## config.mk

```make
export PLATFORM = sky130hd
export DESIGN_NAME = nmct_ctrl
export DESIGN_NICKNAME = d
export VERILOG_FILES = /design/src/rtl/nat_masquerade_connection_table_unit_assert.svh /design/src/rtl/nmct_pkg.sv /design/src/rtl/nmct_ctrl.sv
export SDC_FILE = /design/constraint.sdc
export NUM_CORES = 1
export LEC_CHECK = 0
export BUFFER_PORTS_ARGS = -buffer_cell sky130_fd_sc_hd__buf_2
export CORE_MARGIN = 2
export CORE_UTILIZATION = 44
export CTS_BUF_LIST = sky130_fd_sc_hd__clkbuf_16
export DETAILED_ROUTE_END_ITERATION = 6
export GPL_ROUTABILITY_DRIVEN = 0
export PLACE_DENSITY = 0.72
export SETUP_SLACK_MARGIN = 0.05
export SLEW_MARGIN = 20
export SYNTH_ARGS = -nofsm -noshare
export SYNTH_HDL_FRONTEND = slang
export SYNTH_SLANG_ARGS = --single-unit
```

## constraint.sdc

```tcl
create_clock -name clk -period 2.65 [get_ports clk]
set_clock_uncertainty 0.15 [all_clocks]
set_input_delay 0.3975 -clock clk [delete_from_list [all_inputs] [get_ports clk]]
set_output_delay 0.3975 -clock clk [all_outputs]
set_load 0.01 [all_outputs]
```

## src/rtl/nat_masquerade_connection_table_unit_assert.svh

```systemverilog
// Assertion helpers for the masquerade connection table.
// The macros use the clk and rst_n names of the module that includes them.
`ifndef NAT_MASQUERADE_CONNECTION_TABLE_UNIT_ASSERT_SVH
`define NAT_MASQUERADE_CONNECTION_TABLE_UNIT_ASSERT_SVH

// Same-cycle implication, checked outside reset.
`define NMCT_ASSERT_NOW(name, ante, cons) \
    name: assert property (@(posedge clk) disable iff (!rst_n) (ante) |-> (cons)) \
        else $error("nmct check failed");

// Next-cycle implication, checked outside reset.
`define NMCT_ASSERT_NEXT(name, ante, cons) \
    name: assert property (@(posedge clk) disable iff (!rst_n) (ante) |=> (cons)) \
        else $error("nmct check failed");

`endif

```

## src/rtl/nmct_pkg.sv

```systemverilog
// ----------------------------------------------------------------------------
// nmct_pkg
// Shared types and constants of the masquerade connection table.
// ----------------------------------------------------------------------------
package nmct_pkg;

    localparam int TABLE_ENTRIES_DEF = 64;

    localparam logic [7:0]  PROTO_TCP        = 8'd6;
    localparam logic [7:0]  PROTO_UDP        = 8'd17;
    localparam logic [15:0] NEXT_PORT_RESET  = 16'd61000;
    localparam logic [15:0] FREE_PORTS_RESET = 16'd4096;
    localparam logic [31:0] MASQ_ADDR_RESET  = 32'd0;
    localparam logic [15:0] PORT_BEGIN_RESET = 16'd61000;
    localparam logic [15:0] PORT_END_RESET   = 16'd65096;
    localparam logic [31:0] TCP_TO_RESET     = 32'd90000;
    localparam logic [31:0] TCP_FIN_TO_RESET = 32'd12000;
    localparam logic [31:0] UDP_TO_RESET     = 32'd30000;

    typedef enum logic [1:0] {
        CMD_OUT  = 2'd0,
        CMD_IN   = 2'd1,
        CMD_TICK = 2'd2,
        CMD_RSVD = 2'd3
    } cmd_t;

    typedef enum logic [2:0] {
        ST_OK       = 3'd0,
        ST_NO_MATCH = 3'd1,
        ST_RANGE    = 3'd2,
        ST_UNSUP    = 3'd3,
        ST_FULL     = 3'd4,
        ST_TICK     = 3'd5
    } status_t;

    typedef enum logic [2:0] {
        CFG_MASQ_ADDR   = 3'd0,
        CFG_PORT_BEGIN  = 3'd1,
        CFG_PORT_END    = 3'd2,
        CFG_TCP_TO      = 3'd3,
        CFG_TCP_FIN_TO  = 3'd4,
        CFG_UDP_TO      = 3'd5
    } cfg_idx_t;

    typedef enum logic [1:0] {
        SCAN_OUT  = 2'd0,
        SCAN_IN   = 2'd1,
        SCAN_PORT = 2'd2,
        SCAN_TICK = 2'd3
    } scan_kind_t;

    typedef struct packed {
        logic any_remote;
        logic rst_seen;
        logic fin_in;
        logic fin_out;
    } flags_t;

    typedef struct packed {
        logic        is_tcp;
        logic [31:0] inner_addr;
        logic [15:0] inner_port;
        logic [31:0] remote_addr;
        logic [15:0] remote_port;
        logic [31:0] masq_addr;
        logic [15:0] masq_port;
        flags_t      flags;
        logic [31:0] time_left;
    } entry_t;

    typedef struct packed {
        logic       load;
        logic       scan_clr;
        logic       scan_run;
        scan_kind_t kind;
        logic       tried_clr;
        logic       take_port;
        logic       commit_new;
        logic       update;
        logic       res_set;
        status_t    res_status;
    } dp_cmd_t;

    typedef struct packed {
        logic is_tick;
        logic is_bad;
        logic is_in;
        logic range_bad;
        logic hit;
        logic scan_done;
        logic fc_zero;
        logic no_free;
        logic tried_done;
        logic res_free;
    } dp_sts_t;

    typedef enum logic [3:0] {
        S_IDLE,
        S_DECODE,
        S_LOOKUP,
        S_ALLOC,
        S_PORT_TAKE,
        S_PORT_SCAN,
        S_COMMIT,
        S_UPDATE,
        S_TICK,
        S_DONE
    } ctl_state_t;

endpackage

```

## src/rtl/nmct_ctrl.sv

```systemverilog
// ----------------------------------------------------------------------------
// nmct_ctrl
// Sequencer: runs lookup, port allocation and aging scans over the datapath.
// ----------------------------------------------------------------------------
module nmct_ctrl
(
    input  logic              clk,
    input  logic              rst_n,
    input  logic              in_valid,
    output logic              in_ready,
    input  nmct_pkg::dp_sts_t sts,
    output nmct_pkg::dp_cmd_t cmd
);

    nmct_pkg::ctl_state_t state_reg, state_next;
    nmct_pkg::status_t    st_reg, st_next;

    always_ff @(posedge clk or negedge rst_n)
    begin
        if (!rst_n)
        begin
            state_reg <= nmct_pkg::S_IDLE;
            st_reg    <= nmct_pkg::ST_OK;
        end
        else
        begin
            state_reg <= state_next;
            st_reg    <= st_next;
        end
    end

    always_comb
    begin
        state_next     = state_reg;
        st_next        = st_reg;
        cmd            = '0;
        cmd.res_status = st_reg;
        in_ready       = 1'b0;
        case (state_reg)
            nmct_pkg::S_IDLE:
            begin
                in_ready = 1'b1;
                if (in_valid)
                begin
                    cmd.load   = 1'b1;
                    state_next = nmct_pkg::S_DECODE;
                end
            end
            nmct_pkg::S_DECODE:
            begin
                cmd.scan_clr = 1'b1;
                if (sts.is_tick)
                    state_next = nmct_pkg::S_TICK;
                else if (sts.is_bad)
                begin
                    st_next    = nmct_pkg::ST_UNSUP;
                    state_next = nmct_pkg::S_DONE;
                end
                else if (sts.is_in && sts.range_bad)
                begin
                    st_next    = nmct_pkg::ST_RANGE;
                    state_next = nmct_pkg::S_DONE;
                end
                else
                    state_next = nmct_pkg::S_LOOKUP;
            end
            nmct_pkg::S_LOOKUP:
            begin
                cmd.scan_run = 1'b1;
                cmd.kind     = sts.is_in ? nmct_pkg::SCAN_IN : nmct_pkg::SCAN_OUT;
                if (sts.hit)
                    state_next = nmct_pkg::S_UPDATE;
                else if (sts.scan_done)
                begin
                    if (sts.is_in)
                    begin
                        st_next    = nmct_pkg::ST_NO_MATCH;
                        state_next = nmct_pkg::S_DONE;
                    end
                    else
                        state_next = nmct_pkg::S_ALLOC;
                end
            end
            nmct_pkg::S_ALLOC:
            begin
                cmd.tried_clr = 1'b1;
                if (sts.fc_zero || sts.no_free)
                begin
                    st_next    = nmct_pkg::ST_FULL;
                    state_next = nmct_pkg::S_DONE;
                end
                else
                    state_next = nmct_pkg::S_PORT_TAKE;
            end
            nmct_pkg::S_PORT_TAKE:
            begin
                if (sts.tried_done)
                begin
                    st_next    = nmct_pkg::ST_FULL;
                    state_next = nmct_pkg::S_DONE;
                end
                else
                begin
                    cmd.take_port = 1'b1;
                    cmd.scan_clr  = 1'b1;
                    state_next    = nmct_pkg::S_PORT_SCAN;
                end
            end
            nmct_pkg::S_PORT_SCAN:
            begin
                cmd.scan_run = 1'b1;
                cmd.kind     = nmct_pkg::SCAN_PORT;
                if (sts.hit)
                    state_next = nmct_pkg::S_PORT_TAKE;
                else if (sts.scan_done)
                    state_next = nmct_pkg::S_COMMIT;
            end
            nmct_pkg::S_COMMIT:
            begin
                cmd.commit_new = 1'b1;
                state_next     = nmct_pkg::S_UPDATE;
            end
            nmct_pkg::S_UPDATE:
            begin
                cmd.update = 1'b1;
                st_next    = nmct_pkg::ST_OK;
                state_next = nmct_pkg::S_DONE;
            end
            nmct_pkg::S_TICK:
            begin
                cmd.scan_run = 1'b1;
                cmd.kind     = nmct_pkg::SCAN_TICK;
                if (sts.scan_done)
                begin
                    st_next    = nmct_pkg::ST_TICK;
                    state_next = nmct_pkg::S_DONE;
                end
            end
            nmct_pkg::S_DONE:
            begin
                if (sts.res_free)
                begin
                    cmd.res_set = 1'b1;
                    state_next  = nmct_pkg::S_IDLE;
                end
            end
            default:
            begin
                state_next = nmct_pkg::S_IDLE;
            end
        endcase
    end

endmodule

```

==> impl_metrics.json <==
{
  "areaGrowthSynthToFinish_pct": 26.53,
  "cp_max_fo": 20,
  "antenna_found_initial": 0,
  "synth.avg_cell_area_um2": 7.556,
  "ys_types": 40,
  "fin_cells": 144,
  "final_design_area_no_fill_um2": 984.7,
  "cp.arrival_ns": 1.74,
  "ys_seq_area_share_pct": 22.51,
  "root_buffer": "clkbuf_16",
  "synth_seq_cells": 7,
  "worstSetupStartpointType": "flip-flop",
  "synth_compound_area_share_pct": 31.35,
  "port-buffer-count": 26,
  "drv_cap": 0,
  "fmax_ghz": 0.4381,
  "netlist.area_leader.share_pct": 22.51,
  "muxShareOfSynthArea_pct": 3.859,
  "grt_max_degree": 21,
  "p_leak_nw": 0.4779,
  "nFillCells": 159,
  "htree_levels": 1,
  "hp-start": "sts[4]",
  "ios": 27,
  "hold_viol": 0,
  "antenna_cells": 0,
  "outcome": "finished, final reports clean",
  "fin_crit_sh_pct": 86.14,
  "place_inst": 139,
  "whs_path_depth": 2,
  "drtIter0Drc": 12,
  "synth_adder_area_share_pct": 0,
  "async_flop_share_pct": 100.0,
  "clk_pin_slew_worst_paths_ns": 0.04,
  "critical_path_class": "flip-flop to primary output",
  "reg2reg_to": "st_reg[2]",
  "clock_latency_ns": 0.23,
  "post_route_cells_drive_above_1_share_pct": 29.13,
  "cts_tree": "done",
  "placed_area_um2": 895.9,
  "p_per_area_nw_per_um2": 1111,
  "yosysMostFrequentCell": "nor2_1",
  "rsz0062_at_grt": "no",
  "setup_viol_count_final": 0,
  "die_area_um2": 2121,
  "fin_crit_ns": 2.283,
  "grt_pass1_vias": 709,
  "min_path_type": "primary input to flip-flop",
  "wl_per_cell_um": 12.60,
  "synth.cell_area_um2": 778.2,
  "synth.largest_area_cell": "dfrtp_1",
  "via_per_inst": 5.625,
  "synthXorXnorAreaFrac_pct": 2.251,
  "std_cell_rows": 15,
  "min_to": "state_reg[1]",
  "ff2ff_path_depth": 5,
  "hpwl_mm": 1.419,
  "antenna_left": 0,
  "pre_cts_ws_ns": 0.5054,
  "yosys.area_share.simple_pct": 31.35,
  "synthCells": 103,
  "slew_viol_final": 0,
  "ir_drop_v": 0.0006559,
  "final_net_count": 141,
  "max_slew.worst_pin.slew_ns": 0.5869,
  "rr_startpoint": "state_reg[0]",
  "cts_buffers": 3,
  "post-cts-setup-buffers": 0,
  "cp.required_ns": 2.10,
  "synthTopCellsByArea": "dfrtp_1 23%, nor2_1 5.8%, nor2b_1 4.8%",
  "core_um2": 1689,
  "drc": 0,
  "maxSlewHeadroom_pct": 60.87,
  "num_vias": 810,
  "die_w_um": 46.06,
  "wl_mm": 1.815,
  "grt_pass1_wl_mm": 3.029,
  "track_usage_pct": 19.79,
  "ys_top_cells_by_count": "12 x nor2_1, 8 x nand2_1, 7 x a21oi_1, 7 x dfrtp_1",
  "drtPass1Iterations": 4,
  "timing.setup.tns_ns": 0,
  "synth_top_family_by_area": "compound AO/OA/AOI/OAI gates",
  "synth_edf_count": 0,
  "initial_core_util_pct": 46.07,
  "startpoint": "state_reg[2]",
  "die_h_um": 46.06,
  "synth_warnings": 0,
  "clockBufferDepth": 2,
  "setup_ws_ns": 0.3674,
  "synth-main-ff-cell": "dfrtp_1",
  "cts.sinks": 7,
  "syn_nets": 116,
  "r2r_slack_ns": 0.47,
  "gr-total-overflow": 0,
  "largest_reg_flops": 4,
  "cp-end-kind": "primary output"
}
==> routing by layer <==
metal  GRT usage [%]  vias to the layer above  share of wire, %  routed length [um]
met2           30.83                       22                47                 844
met3           3.922                        2               5.0                  91
met4           8.000                        0              0.44                   8
met5               0                        -                 0                   0
met1           26.63                      366                48                 871
li1                -                      420                 -                   -
==> area by class of cell <==
cell class / instances / area (um2) / area share, %
clock buffer: 3 / 75.07 / 7.624
tap: 17 / 21.27 / 2.160
clock inverter: 1 / 3.754 / 0.3812
inverter: 5 / 18.77 / 1.906
sequential: 7 / 175.2 / 17.79
multi-input combinational: 82 / 535.5 / 54.38
timing repair buffer: 29 / 155.1 / 15.76
==> how the worst max path moves through the flow <==
| stage | end | slack, ns | cells past startpoint |
|---|---|---|---|
| after floorplan | cmd[12] | 0.65 | 4 |
| after global placement | st_reg[2] | 0.56 | 5 |
| after detailed placement | st_reg[2] | 0.51 | 5 |
| after CTS | cmd[10] | 0.37 | 4 |
| after global routing | cmd[8] | 0.20 | 5 |
| final | cmd[8] | 0.37 | 3 |
==> critical path: stages, from the launching register on <==
cell and delay (ns):
dfrtp_1 0.58, or4b_4 0.61, o21ai_0 0.16, buf_2 0.15
==> per-stage QoR <==
stage | hold WS, ns | total power, mW | utilization (%)
detailed placement | 0.08602 | 0.8462 | 53.04
finish | 0.2865 | 1.094 | 58.30
floorplan | -0.04809 | 0.7091 | -
CTS | 0.2866 | 1.101 | 58.30
global route | 0.2910 | 1.200 | 58.30
global placement | 0.08406 | 0.8404 | 53.04
==> logic make-up after synthesis <==
group,after synthesis
compound gates,32
xor+xnor,2
buf+inv,14
flops,7
mux,3
simple gates,45
==> cells in the final DEF, fill, tap and decap left out, types with 2 or more instances in the layout <==
cell,count
nand3_1,2
buf_4,2
nor3_1,3
o21ai_0,6
nor2b_1,6
nand2b_1,5
a211o_1,2
buf_2,26
a21oi_1,7
a2bb2oi_1,2
inv_1,6
o311a_1,2
dfrtp_1,7
nor2_1,12
mux2i_1,3
a31oi_1,2
nand2_1,8
clkbuf_16,3
==> repair_timing <==
action,CTS,global route
gates resized for setup,0,0
endpoints found under the hold margin,7,0
hold buffers,1,0
==> power by group <==
group / total (mW) / switching, mW / internal, mW
Clock: 0.248 / 0.0522 / 0.196
Combinational: 0.599 / 0.306 / 0.292
Sequential: 0.247 / 0.0961 / 0.151
Note: power is estimated with default switching activity, not from simulation.
